### config.mk
export PLATFORM = sky130hd
export DESIGN_NAME = intel_hex_record_parser
export DESIGN_NICKNAME = d
export VERILOG_FILES = /design/src/hw/rtl/ihex_pkg.sv /design/src/hw/rtl/ihex_parse.sv /design/src/hw/rtl/intel_hex_record_parser.sv
export SDC_FILE = /design/constraint.sdc
export NUM_CORES = 2
export LEC_CHECK = 0
export BUFFER_PORTS_ARGS = -buffer_cell sky130_fd_sc_hd__buf_4
export CORE_MARGIN = 3
export CORE_UTILIZATION = 62
export DETAILED_ROUTE_END_ITERATION = 8
export GPL_TIMING_DRIVEN = 1
export PLACE_DENSITY = 0.82
export SYNTH_ARGS = -nofsm -noshare
export SYNTH_HDL_FRONTEND = slang
export SYNTH_HIERARCHICAL = 1
export SYNTH_SLANG_ARGS = --single-unit
### constraint.sdc
create_clock -name clk -period 24 [get_ports clk]
set_input_delay 6 -clock clk [delete_from_list [all_inputs] [get_ports clk]]
set_output_delay 6 -clock clk [all_outputs]
set_load 0.01 [all_outputs]
### src/hw/rtl/ihex_pkg.sv
// ----------------------------------------------------------------------------
// ihex_pkg
// Shared types and constants for the Intel HEX record parser: commands,
// status codes, record types, special characters and inter-module structs.
// ----------------------------------------------------------------------------
package ihex_pkg;

  // Line buffer geometry
  localparam int BUF_DEPTH = 256;
  localparam int BUF_AW    = $clog2(BUF_DEPTH);

  // Request commands
  typedef enum logic [1:0] {
    CMD_FEED    = 2'd0,
    CMD_READ    = 2'd1,
    CMD_RESTART = 2'd2,
    CMD_NOP     = 2'd3
  } cmd_t;

  // Result status codes
  typedef enum logic [2:0] {
    ST_OK       = 3'd0,
    ST_EOF      = 3'd1,
    ST_BAD_CHAR = 3'd2,
    ST_NO_EOF   = 3'd3,
    ST_LENGTH   = 3'd4,
    ST_CHECKSUM = 3'd5,
    ST_BAD_ADDR = 3'd6,
    ST_READ     = 3'd7
  } status_t;

  // Line parser phase
  typedef enum logic [1:0] {
    PH_LINE    = 2'd0,
    PH_COMMENT = 2'd1,
    PH_RECORD  = 2'd2
  } phase_t;

  // Special characters
  localparam logic [7:0] CH_COLON = 8'h3A;
  localparam logic [7:0] CH_HASH  = 8'h23;
  localparam logic [7:0] CH_NL    = 8'h0A;

  // Record types
  localparam logic [7:0] RT_EOF       = 8'd1;
  localparam logic [7:0] RT_EXT_SEG   = 8'd2;
  localparam logic [7:0] RT_START_SEG = 8'd3;
  localparam logic [7:0] RT_EXT_LIN   = 8'd4;
  localparam logic [7:0] RT_START_LIN = 8'd5;

  // Required payload lengths of address records
  localparam logic [7:0] LEN_ADDR16 = 8'd2;
  localparam logic [7:0] LEN_ADDR32 = 8'd4;

  // Digit counting: length, offset and type bytes plus checksum = 10 digits
  localparam logic [9:0] HDR_DIGITS = 10'd10;
  localparam logic [9:0] DC_MAX     = 10'h3FF;

  // Byte positions inside a record
  localparam logic [8:0] POS_LEN    = 9'd0;
  localparam logic [8:0] POS_OFS_HI = 9'd1;
  localparam logic [8:0] POS_OFS_LO = 9'd2;
  localparam logic [8:0] POS_TYPE   = 9'd3;
  localparam logic [8:0] POS_DATA   = 9'd4;
  localparam logic [8:0] PW_BYTES   = 9'd4;

  // Line buffer write port
  typedef struct packed {
    logic              en;
    logic [BUF_AW-1:0] addr;
    logic [7:0]        data;
  } ihex_wr_t;

  // Report from the parser for one request
  typedef struct packed {
    logic    valid;
    status_t status;
  } ihex_rpt_t;

  // Record fields and kept address values shown with every result
  typedef struct packed {
    logic [7:0]  record_type;
    logic [7:0]  data_length;
    logic [15:0] load_offset;
    logic [15:0] segment_base;
    logic [31:0] segment_start;
    logic [15:0] linear_base;
    logic [31:0] linear_start;
  } ihex_view_t;

endpackage

### src/hw/rtl/ihex_parse.sv
// ----------------------------------------------------------------------------
// ihex_parse
// Character-level record decoder. Holds the parse state, decodes one accepted
// request per cycle, produces the report, the updated field view and the line
// buffer write for data payload bytes.
// ----------------------------------------------------------------------------
module ihex_parse
  import ihex_pkg::*;
(
  input  logic       clk,
  input  logic       rst_n,
  input  logic       acc,
  input  cmd_t       cmd,
  input  logic [7:0] char_in,
  input  logic       image_end,
  output ihex_rpt_t  rpt,
  output ihex_view_t view,
  output ihex_wr_t   wr
);

  phase_t      phase_r,        phase_nxt;
  logic        finished_r,     finished_nxt;
  logic [9:0]  digit_count_r,  digit_count_nxt;
  logic [3:0]  high_nibble_r,  high_nibble_nxt;
  logic [7:0]  byte_sum_r,     byte_sum_nxt;
  logic [7:0]  field_length_r, field_length_nxt;
  logic [7:0]  field_type_r,   field_type_nxt;
  logic [15:0] field_offset_r, field_offset_nxt;
  logic [31:0] payload_r,      payload_nxt;
  logic [15:0] k_offset_r,     k_offset_nxt;
  logic [15:0] k_seg_base_r,   k_seg_base_nxt;
  logic [31:0] k_seg_start_r,  k_seg_start_nxt;
  logic [15:0] k_lin_base_r,   k_lin_base_nxt;
  logic [31:0] k_lin_start_r,  k_lin_start_nxt;

  logic [4:0]  hex;        // {valid, nibble}
  logic [7:0]  cur_byte;
  logic [8:0]  pos;
  logic [8:0]  pay_idx;
  logic [9:0]  dc_less;
  logic        len_bad;
  logic        is_data;
  logic        st_valid;
  status_t     st;

  // Hex digit decode, both cases
  function automatic logic [4:0] hex_decode(input logic [7:0] c);
    logic [4:0] r;
    r = 5'd0;
    if (c >= "0" && c <= "9") begin
      r = {1'b1, 4'(c - "0")};
    end else if (c >= "A" && c <= "F") begin
      r = {1'b1, 4'(c - "A" + 8'd10)};
    end else if (c >= "a" && c <= "f") begin
      r = {1'b1, 4'(c - "a" + 8'd10)};
    end
    return r;
  endfunction

  assign hex      = hex_decode(char_in);
  assign cur_byte = {high_nibble_r, hex[3:0]};
  assign pos      = digit_count_r[9:1];
  assign pay_idx  = pos - POS_DATA;
  assign dc_less  = digit_count_r - HDR_DIGITS;
  assign len_bad  = (digit_count_r < HDR_DIGITS) || digit_count_r[0] ||
                    (dc_less[9:1] != {1'b0, field_length_r});
  assign is_data  = (field_type_r < RT_EOF) || (field_type_r > RT_START_LIN);

  // Next state and report
  always_comb begin
    phase_nxt        = phase_r;
    finished_nxt     = finished_r;
    digit_count_nxt  = digit_count_r;
    high_nibble_nxt  = high_nibble_r;
    byte_sum_nxt     = byte_sum_r;
    field_length_nxt = field_length_r;
    field_type_nxt   = field_type_r;
    field_offset_nxt = field_offset_r;
    payload_nxt      = payload_r;
    k_offset_nxt     = k_offset_r;
    k_seg_base_nxt   = k_seg_base_r;
    k_seg_start_nxt  = k_seg_start_r;
    k_lin_base_nxt   = k_lin_base_r;
    k_lin_start_nxt  = k_lin_start_r;
    st_valid         = 1'b0;
    st               = ST_OK;
    wr.en            = 1'b0;
    wr.addr          = pay_idx[BUF_AW-1:0];
    wr.data          = cur_byte;

    if (acc) begin
      case (cmd)
        CMD_READ: begin
          st_valid = 1'b1;
          st       = ST_READ;
        end
        CMD_RESTART: begin
          phase_nxt        = PH_LINE;
          finished_nxt     = 1'b0;
          digit_count_nxt  = '0;
          high_nibble_nxt  = '0;
          byte_sum_nxt     = '0;
          field_length_nxt = '0;
          field_type_nxt   = '0;
          field_offset_nxt = '0;
          payload_nxt      = '0;
          k_offset_nxt     = '0;
          k_seg_base_nxt   = '0;
          k_seg_start_nxt  = '0;
          k_lin_base_nxt   = '0;
          k_lin_start_nxt  = '0;
        end
        CMD_FEED: begin
          if (!finished_r) begin
            case (phase_r)
              PH_LINE: begin
                if (char_in == CH_HASH) begin
                  phase_nxt = PH_COMMENT;
                end else if (char_in == CH_COLON) begin
                  phase_nxt        = PH_RECORD;
                  digit_count_nxt  = '0;
                  high_nibble_nxt  = '0;
                  byte_sum_nxt     = '0;
                  field_length_nxt = '0;
                  field_type_nxt   = '0;
                  field_offset_nxt = '0;
                  payload_nxt      = '0;
                end else begin
                  st_valid = 1'b1;
                  st       = ST_BAD_CHAR;
                end
              end
              PH_COMMENT: begin
                if (char_in == CH_NL) phase_nxt = PH_LINE;
              end
              PH_RECORD: begin
                if (char_in == CH_NL) begin
                  // End of record: length, checksum, then type handling
                  phase_nxt = PH_LINE;
                  st_valid  = 1'b1;
                  if (len_bad) begin
                    st = ST_LENGTH;
                  end else if (byte_sum_r != 8'd0) begin
                    st = ST_CHECKSUM;
                  end else if (field_type_r == RT_EOF) begin
                    st = ST_EOF;
                  end else if (field_type_r == RT_EXT_SEG) begin
                    if (field_length_r != LEN_ADDR16) st = ST_BAD_ADDR;
                    else k_seg_base_nxt = payload_r[15:0];
                  end else if (field_type_r == RT_START_SEG) begin
                    if (field_length_r != LEN_ADDR32) st = ST_BAD_ADDR;
                    else k_seg_start_nxt = payload_r;
                  end else if (field_type_r == RT_EXT_LIN) begin
                    if (field_length_r != LEN_ADDR16) st = ST_BAD_ADDR;
                    else k_lin_base_nxt = payload_r[15:0];
                  end else if (field_type_r == RT_START_LIN) begin
                    if (field_length_r != LEN_ADDR32) st = ST_BAD_ADDR;
                    else k_lin_start_nxt = payload_r;
                  end else begin
                    k_offset_nxt = field_offset_r;
                  end
                end else if (!hex[4]) begin
                  st_valid = 1'b1;
                  st       = ST_BAD_CHAR;
                end else begin
                  // Digit: first nibble is held, second completes a byte
                  if (!digit_count_r[0]) begin
                    high_nibble_nxt = hex[3:0];
                  end else begin
                    byte_sum_nxt = byte_sum_r + cur_byte;
                    if (pos == POS_LEN) begin
                      field_length_nxt = cur_byte;
                    end else if (pos == POS_OFS_HI) begin
                      field_offset_nxt = {cur_byte, field_offset_r[7:0]};
                    end else if (pos == POS_OFS_LO) begin
                      field_offset_nxt = {field_offset_r[15:8], cur_byte};
                    end else if (pos == POS_TYPE) begin
                      field_type_nxt = cur_byte;
                    end else begin
                      if (pay_idx < PW_BYTES) payload_nxt = {payload_r[23:0], cur_byte};
                      if ((pay_idx < {1'b0, field_length_r}) && is_data) wr.en = 1'b1;
                    end
                  end
                  if (digit_count_r != DC_MAX) digit_count_nxt = digit_count_r + 10'd1;
                end
              end
              default: phase_nxt = PH_LINE;
            endcase

            // Any error or EOF ends parsing
            if (st_valid && st != ST_OK) finished_nxt = 1'b1;
            // Image ended without EOF record
            if (image_end && !finished_nxt) begin
              st_valid     = 1'b1;
              st           = ST_NO_EOF;
              finished_nxt = 1'b1;
            end
          end
        end
        default: ;
      endcase
    end
  end

  // Report and view of the state after this request
  always_comb begin
    rpt.valid          = st_valid;
    rpt.status         = st;
    view.record_type   = field_type_nxt;
    view.data_length   = field_length_nxt;
    view.load_offset   = k_offset_nxt;
    view.segment_base  = k_seg_base_nxt;
    view.segment_start = k_seg_start_nxt;
    view.linear_base   = k_lin_base_nxt;
    view.linear_start  = k_lin_start_nxt;
  end

  // State registers
  always_ff @(posedge clk) begin
    if (!rst_n) begin
      phase_r        <= PH_LINE;
      finished_r     <= 1'b0;
      digit_count_r  <= '0;
      high_nibble_r  <= '0;
      byte_sum_r     <= '0;
      field_length_r <= '0;
      field_type_r   <= '0;
      field_offset_r <= '0;
      payload_r      <= '0;
      k_offset_r     <= '0;
      k_seg_base_r   <= '0;
      k_seg_start_r  <= '0;
      k_lin_base_r   <= '0;
      k_lin_start_r  <= '0;
    end else begin
      phase_r        <= phase_nxt;
      finished_r     <= finished_nxt;
      digit_count_r  <= digit_count_nxt;
      high_nibble_r  <= high_nibble_nxt;
      byte_sum_r     <= byte_sum_nxt;
      field_length_r <= field_length_nxt;
      field_type_r   <= field_type_nxt;
      field_offset_r <= field_offset_nxt;
      payload_r      <= payload_nxt;
      k_offset_r     <= k_offset_nxt;
      k_seg_base_r   <= k_seg_base_nxt;
      k_seg_start_r  <= k_seg_start_nxt;
      k_lin_base_r   <= k_lin_base_nxt;
      k_lin_start_r  <= k_lin_start_nxt;
    end
  end

endmodule

### src/hw/rtl/intel_hex_record_parser.sv
// ----------------------------------------------------------------------------
// intel_hex_record_parser
// Intel HEX text decoder with a 256-byte line buffer for data payload.
// ----------------------------------------------------------------------------
// Usage:
//   Input channel (in_*): one request per cycle while in_stall is low. cmd
//   FEED passes one text character, READ returns line buffer entry
//   in_byte_index, RESTART clears the parser (buffer contents are kept).
//   Output channel (out_*): one result for each READ, for each completed
//   record, for the first error and for a missing EOF at image end.
//   Path: a result is registered in the parse/buffer read stage (stage A)
//   on its accept edge, then moves on to the output register (stage B).
//   Throughput: one request per cycle while in_stall is low; the character
//   decode is combinational and the line buffer read is registered.
//   Stall: two results can wait; in_stall rises only while both stages are
//   full and out_stall is high.
//   Reset: clears the parser and both result stages. The line buffer is not
//   cleared; an entry reads undefined until a data record writes it.
// ----------------------------------------------------------------------------
module intel_hex_record_parser
  import ihex_pkg::*;
(
  input  logic        clk,
  input  logic        rst_n,
  input  logic        in_valid,
  output logic        in_stall,
  input  logic [1:0]  in_cmd,
  input  logic [7:0]  in_char_in,
  input  logic        in_image_end,
  input  logic [7:0]  in_byte_index,
  output logic        out_valid,
  input  logic        out_stall,
  output logic [2:0]  out_status,
  output logic [7:0]  out_record_type,
  output logic [7:0]  out_data_length,
  output logic [15:0] out_load_offset,
  output logic [15:0] out_segment_base,
  output logic [31:0] out_segment_start,
  output logic [15:0] out_linear_base,
  output logic [31:0] out_linear_start,
  output logic [7:0]  out_read_byte
);

  logic       in_acc;
  cmd_t       cmd;
  ihex_rpt_t  rpt;
  ihex_view_t view;
  ihex_wr_t   wr;

  // Line buffer
  logic [7:0] buf_mem [BUF_DEPTH];
  logic [7:0] rd_data_r;

  // Stage A: result with pending buffer data
  logic       a_valid_r;
  status_t    a_status_r;
  ihex_view_t a_view_r;
  logic       a_move;

  // Stage B: output register
  logic       b_valid_r;
  status_t    b_status_r;
  ihex_view_t b_view_r;
  logic [7:0] b_byte_r;

  assign cmd      = cmd_t'(in_cmd);
  assign a_move   = a_valid_r && (!b_valid_r || !out_stall);
  assign in_stall = a_valid_r && b_valid_r && out_stall;
  assign in_acc   = in_valid && !in_stall;

  ihex_parse u_parse (
    .clk       (clk),
    .rst_n     (rst_n),
    .acc       (in_acc),
    .cmd       (cmd),
    .char_in   (in_char_in),
    .image_end (in_image_end),
    .rpt       (rpt),
    .view      (view),
    .wr        (wr)
  );

  // Buffer write of payload bytes, registered read for READ requests
  always_ff @(posedge clk) begin
    if (wr.en) buf_mem[wr.addr] <= wr.data;
    if (in_acc && cmd == CMD_READ) rd_data_r <= buf_mem[in_byte_index];
  end

  // Stage A
  always_ff @(posedge clk) begin
    if (!rst_n) begin
      a_valid_r <= 1'b0;
    end else if (in_acc) begin
      a_valid_r <= rpt.valid;
    end else if (a_move) begin
      a_valid_r <= 1'b0;
    end
  end

  always_ff @(posedge clk) begin
    if (in_acc) begin
      a_status_r <= rpt.status;
      a_view_r   <= view;
    end
  end

  // Stage B
  always_ff @(posedge clk) begin
    if (!rst_n) begin
      b_valid_r <= 1'b0;
    end else if (a_move) begin
      b_valid_r <= 1'b1;
    end else if (!out_stall) begin
      b_valid_r <= 1'b0;
    end
  end

  always_ff @(posedge clk) begin
    if (a_move) begin
      b_status_r <= a_status_r;
      b_view_r   <= a_view_r;
      b_byte_r   <= (a_status_r == ST_READ) ? rd_data_r : 8'd0;
    end
  end

  // Output ports
  assign out_valid         = b_valid_r;
  assign out_status        = b_status_r;
  assign out_record_type   = b_view_r.record_type;
  assign out_data_length   = b_view_r.data_length;
  assign out_load_offset   = b_view_r.load_offset;
  assign out_segment_base  = b_view_r.segment_base;
  assign out_segment_start = b_view_r.segment_start;
  assign out_linear_base   = b_view_r.linear_base;
  assign out_linear_start  = b_view_r.linear_start;
  assign out_read_byte     = b_byte_r;

endmodule

==> tab_implementation.tex <==
\begin{tabular}{lr}
\hline
Metric & Value \\
\hline
\multicolumn{2}{l}{\textbf{Power}} \\
Power per Cell Area & about 81 nW/um2 \\
Worst supply voltage drop on vdd & around 90 uV \\
Total power after layout & between 8000 and 9000 uW \\
Lkg Pwr & roughly 0.030 uW \\
\multicolumn{2}{l}{\textbf{Global route}} \\
First-pass GRT wire length & between 300 and 400 mm \\
Total routing usage reported by global routing & between 30 and 40\% \\
Initial antenna violation count & 11 \\
Total gr overflow & 0 \\
Pin count of the biggest net entering global routing & 227 \\
Number of global-route vias before repair & roughly 54000 \\
\multicolumn{2}{l}{\textbf{Routing}} \\
Antenna viol nets, final & 0 \\
DRC violation total after the first TritonRoute iteration & 8241 \\
Number of vias in the routed layout & between 50000 and 60000 \\
Remaining routing DRC violations & 0 \\
DR pass1 iterations & 7 \\
Vias per inst & just over 7 \\
Average detailed-routed wire length per instance & roughly 34 um \\
Post-detailed-routing wire length & $\sim$250 mm \\
\multicolumn{2}{l}{\textbf{Clock network}} \\
H-tree Lvls & 4 \\
Clock transition time at the flip-flop clock pins of the worst setup and hold paths & 0.06 ns \\
Number of buffers inserted to repair setup after CTS & 0 \\
Gates resized, CTS repair & 0 \\
CTS tree & yes \\
Number of buffers inserted for hold repair after clock tree synthesis & 0 \\
Latest clock arrival within the worst-skew pair & roughly 0.9 ns \\
Bufs on Longest Clock Path & 3 \\
Num CTS Buffers & between 200 and 250 \\
Sink Count & approximately 2500 \\
Root buffer cell & clkbuf\_16 \\
\multicolumn{2}{l}{\textbf{Floorplan}} \\
Core region area & 157000 um2 \\
Die Y-Extent & 405 um \\
DIE WIDTH & 405 um \\
I/O pin cnt & 164 \\
Initial Utilization & between 60\% and 70\% \\
Row count & about 150 \\
Die area & around 160000 um2 \\
\multicolumn{2}{l}{\textbf{Placed design}} \\
Placed inst area & roughly 100000 um2 \\
Port-buffer cells & around 160 \\
GP Congestion & between 0.8 and 0.9 \\
HPWL Detailed & between 100 and 150 mm \\
Number of cells in the design after placement & between 7000 and 8000 \\
\multicolumn{2}{l}{\textbf{Timing}} \\
Number of setup violations in the final report & 0 \\
Actual slew at the worst max-slew pin & between 1 and 1.5 ns \\
Clock Skews & 0.0752 ns \\
Share of the cycle needed by the critical path after routing & about half \\
Worst slew slack as a fraction of its limit & under 10\% \\
Time the worst path needs with I/O delays and setup & $\sim$12 ns \\
Highest clock rate & around 0.080 GHz \\
Final hold viol count & 0 \\
Unrepaired setup endpoints after global routing & false \\
Max-slew violation count & 0 \\
TNS Setup & 0 ns \\
\multicolumn{2}{l}{\textbf{Cells and area}} \\
Final std cell area, no fill & roughly 110000 um2 \\
Fin cells & $\sim$7600 \\
Most common library cell in the layout ignoring fill and taps & edfxtp\_1 \\
Area growth syn-to-layout & 10.8\% \\
Layout cells sized above 1 & between 20\% and 30\% \\
Leading cell types in the layout, fill and taps excluded & 2326 x edfxtp\_1, 497 x mux4\_2, 316 x nor2\_1 \\
Total number of nets in the final design & about 5400 \\
\multicolumn{2}{l}{\textbf{Flow run}} \\
Max Cap Violations & 0 \\
\multicolumn{2}{l}{\textbf{Yosys}} \\
Net count after synthesis & approximately 5200 \\
Average size of a mapped cell & about 19 um2 \\
Top cells by area in the synthesized netlist & edfxtp\_1 71\%, mux4\_2 11\%, dfxtp\_1 4.1\%, a22o\_1 1.5\%, mux2i\_1 1.5\% \\
Count of flip-flops with a built-in enable after synthesis & roughly 2300 \\
Dominant register cell in the synthesized netlist & edfxtp\_1 \\
Sequential cell area fraction in the yosys report & 75.0\% \\
Largest area contributor in the netlist & edfxtp\_1 \\
Number of instances in the synthesized netlist & 5165 \\
FFs w/ async S/R, synth & 0\% \\
Register bit total from synthesis & approximately 2500 \\
Library cells used by synthesis & 90 \\
Cell Area, Synth & about 99000 um2 \\
Synth Warn \# & 6 \\
Post-synth top area share & 70.9\% \\
\multicolumn{2}{l}{\textbf{Worst setup path}} \\
FF-to-FF path depth & 11 \\
Max Fanout on Critical Path & 3 \\
Arrival time reported for the critical path endpoint & about 6.4 ns \\
Worst Path Class, Setup & in2out \\
Kind of capture point of the worst setup path & output pin \\
Data required, critical path & $\sim$18 ns \\
Flop2flop setup slack & between 15 and 20 ns \\
Worst Setup Start Kind & input pin \\
\multicolumn{2}{l}{\textbf{Min path}} \\
Hold crit path type & reg2reg \\
Hold Path Depth & 0 \\
\multicolumn{2}{l}{\textbf{Outcome}} \\
Outcome & complete, no violations \\
\hline
\end{tabular}
## cell type report
class	instances	area [um2]
sequential	2529	73900
fill	8882	47900
multi-input combinational	2263	22800
clock buffer	290	6040
tap	2058	2570
timing repair buffer	255	2020
clock inverter	143	1690
inverter	39	146
antenna	6	15.0
## registers in the layout, indices dropped and copies added, names as in the netlist, 10 cells and up
signal                  cells
u_parse/k_seg_base_r       16
u_parse/payload_r          32
u_parse/digit_count_r      10
a_view_r                  128
out_linear_start           32
u_parse/k_lin_start_r      32
u_parse/k_offset_r         16
out_segment_start          32
out_segment_base           16
buf_mem                  2048
u_parse/k_seg_start_r      32
out_load_offset            16
u_parse/k_lin_base_r       16
out_linear_base            16
u_parse/field_offset_r     16
## metal layers
metal | up-vias | part of all wire [%] | wire length, um | global-route usage [%]
met5 | - | 0.011 | 27 | 0
met4 | 4 | 6.1 | 15500 | 16.3
met3 | 877 | 13 | 32000 | 8.77
met2 | 4246 | 48 | 122000 | 49.0
met1 | 27300 | 33 | 85100 | 40.7
li1 | 21400 | - | - | -
## through the flow
| stage | setup slack, ns | hold slack (ns) | util [%] |
|---|---|---|---|
| after floorplan | 4.03 | 0.400 | - |
| after global placement | 11.54 | 0.403 | 64.5 |
| after detailed placement | 11.56 | 0.405 | 64.5 |
| after CTS | 11.56 | 0.394 | 69.5 |
| after global routing | 11.54 | 0.409 | 69.5 |
| final | 11.56 | 0.396 | 69.5 |
## power by group
| part | internal, uW | switching [uW] |
|---|---|---|
| Sequential | 4780 | 6.70 |
| Combinational | 87.5 | 183 |
| Clock | 2080 | 1670 |
## final timing paths
| path | to | from |
|---|---|---|
| setup / recovery | in_stall | out_stall |
| hold / removal | out_segment_start[25]$_DFFE_PP_ | a_view_r[73]$_DFFE_PP_ |
| setup reg to reg | buf_mem[71][5]$_DFFE_PP_ | u_parse/digit_count_r[5]$_SDFFE_PN0P_ |
| hold reg to reg | out_segment_start[25]$_DFFE_PP_ | a_view_r[73]$_DFFE_PP_ |
## worst max-delay path, cell delays in order
cell     delay (ns)
buf_4          0.13
nand3_1        0.12
inv_1          0.05
buf_4          0.14
## kinds of logic after synthesis
kind of cell,count (synthesis),share of synthesized area (%)
multiplexers,656,13.0
AND/OR/NAND/NOR,890,4.27
buffers and inverters,373,2.00
adder cells (fa/ha/maj),31,0.401
XOR/XNOR,27,0.254
flip-flops,2529,75.0
AO/OA/AOI/OAI,659,5.06
## cell usage after synthesis, types with 75 or more instances
master	n
dfxtp_1	203
nand2_1	201
mux4_2	497
a21oi_1	98
a22o_1	174
clkbuf_1	173
buf_2	75
mux2i_1	147
edfxtp_1	2326
nand3_1	120
o221ai_1	75
o22ai_1	87
nor2_1	317
No activity file was read; power rests on OpenSTA's default activity.
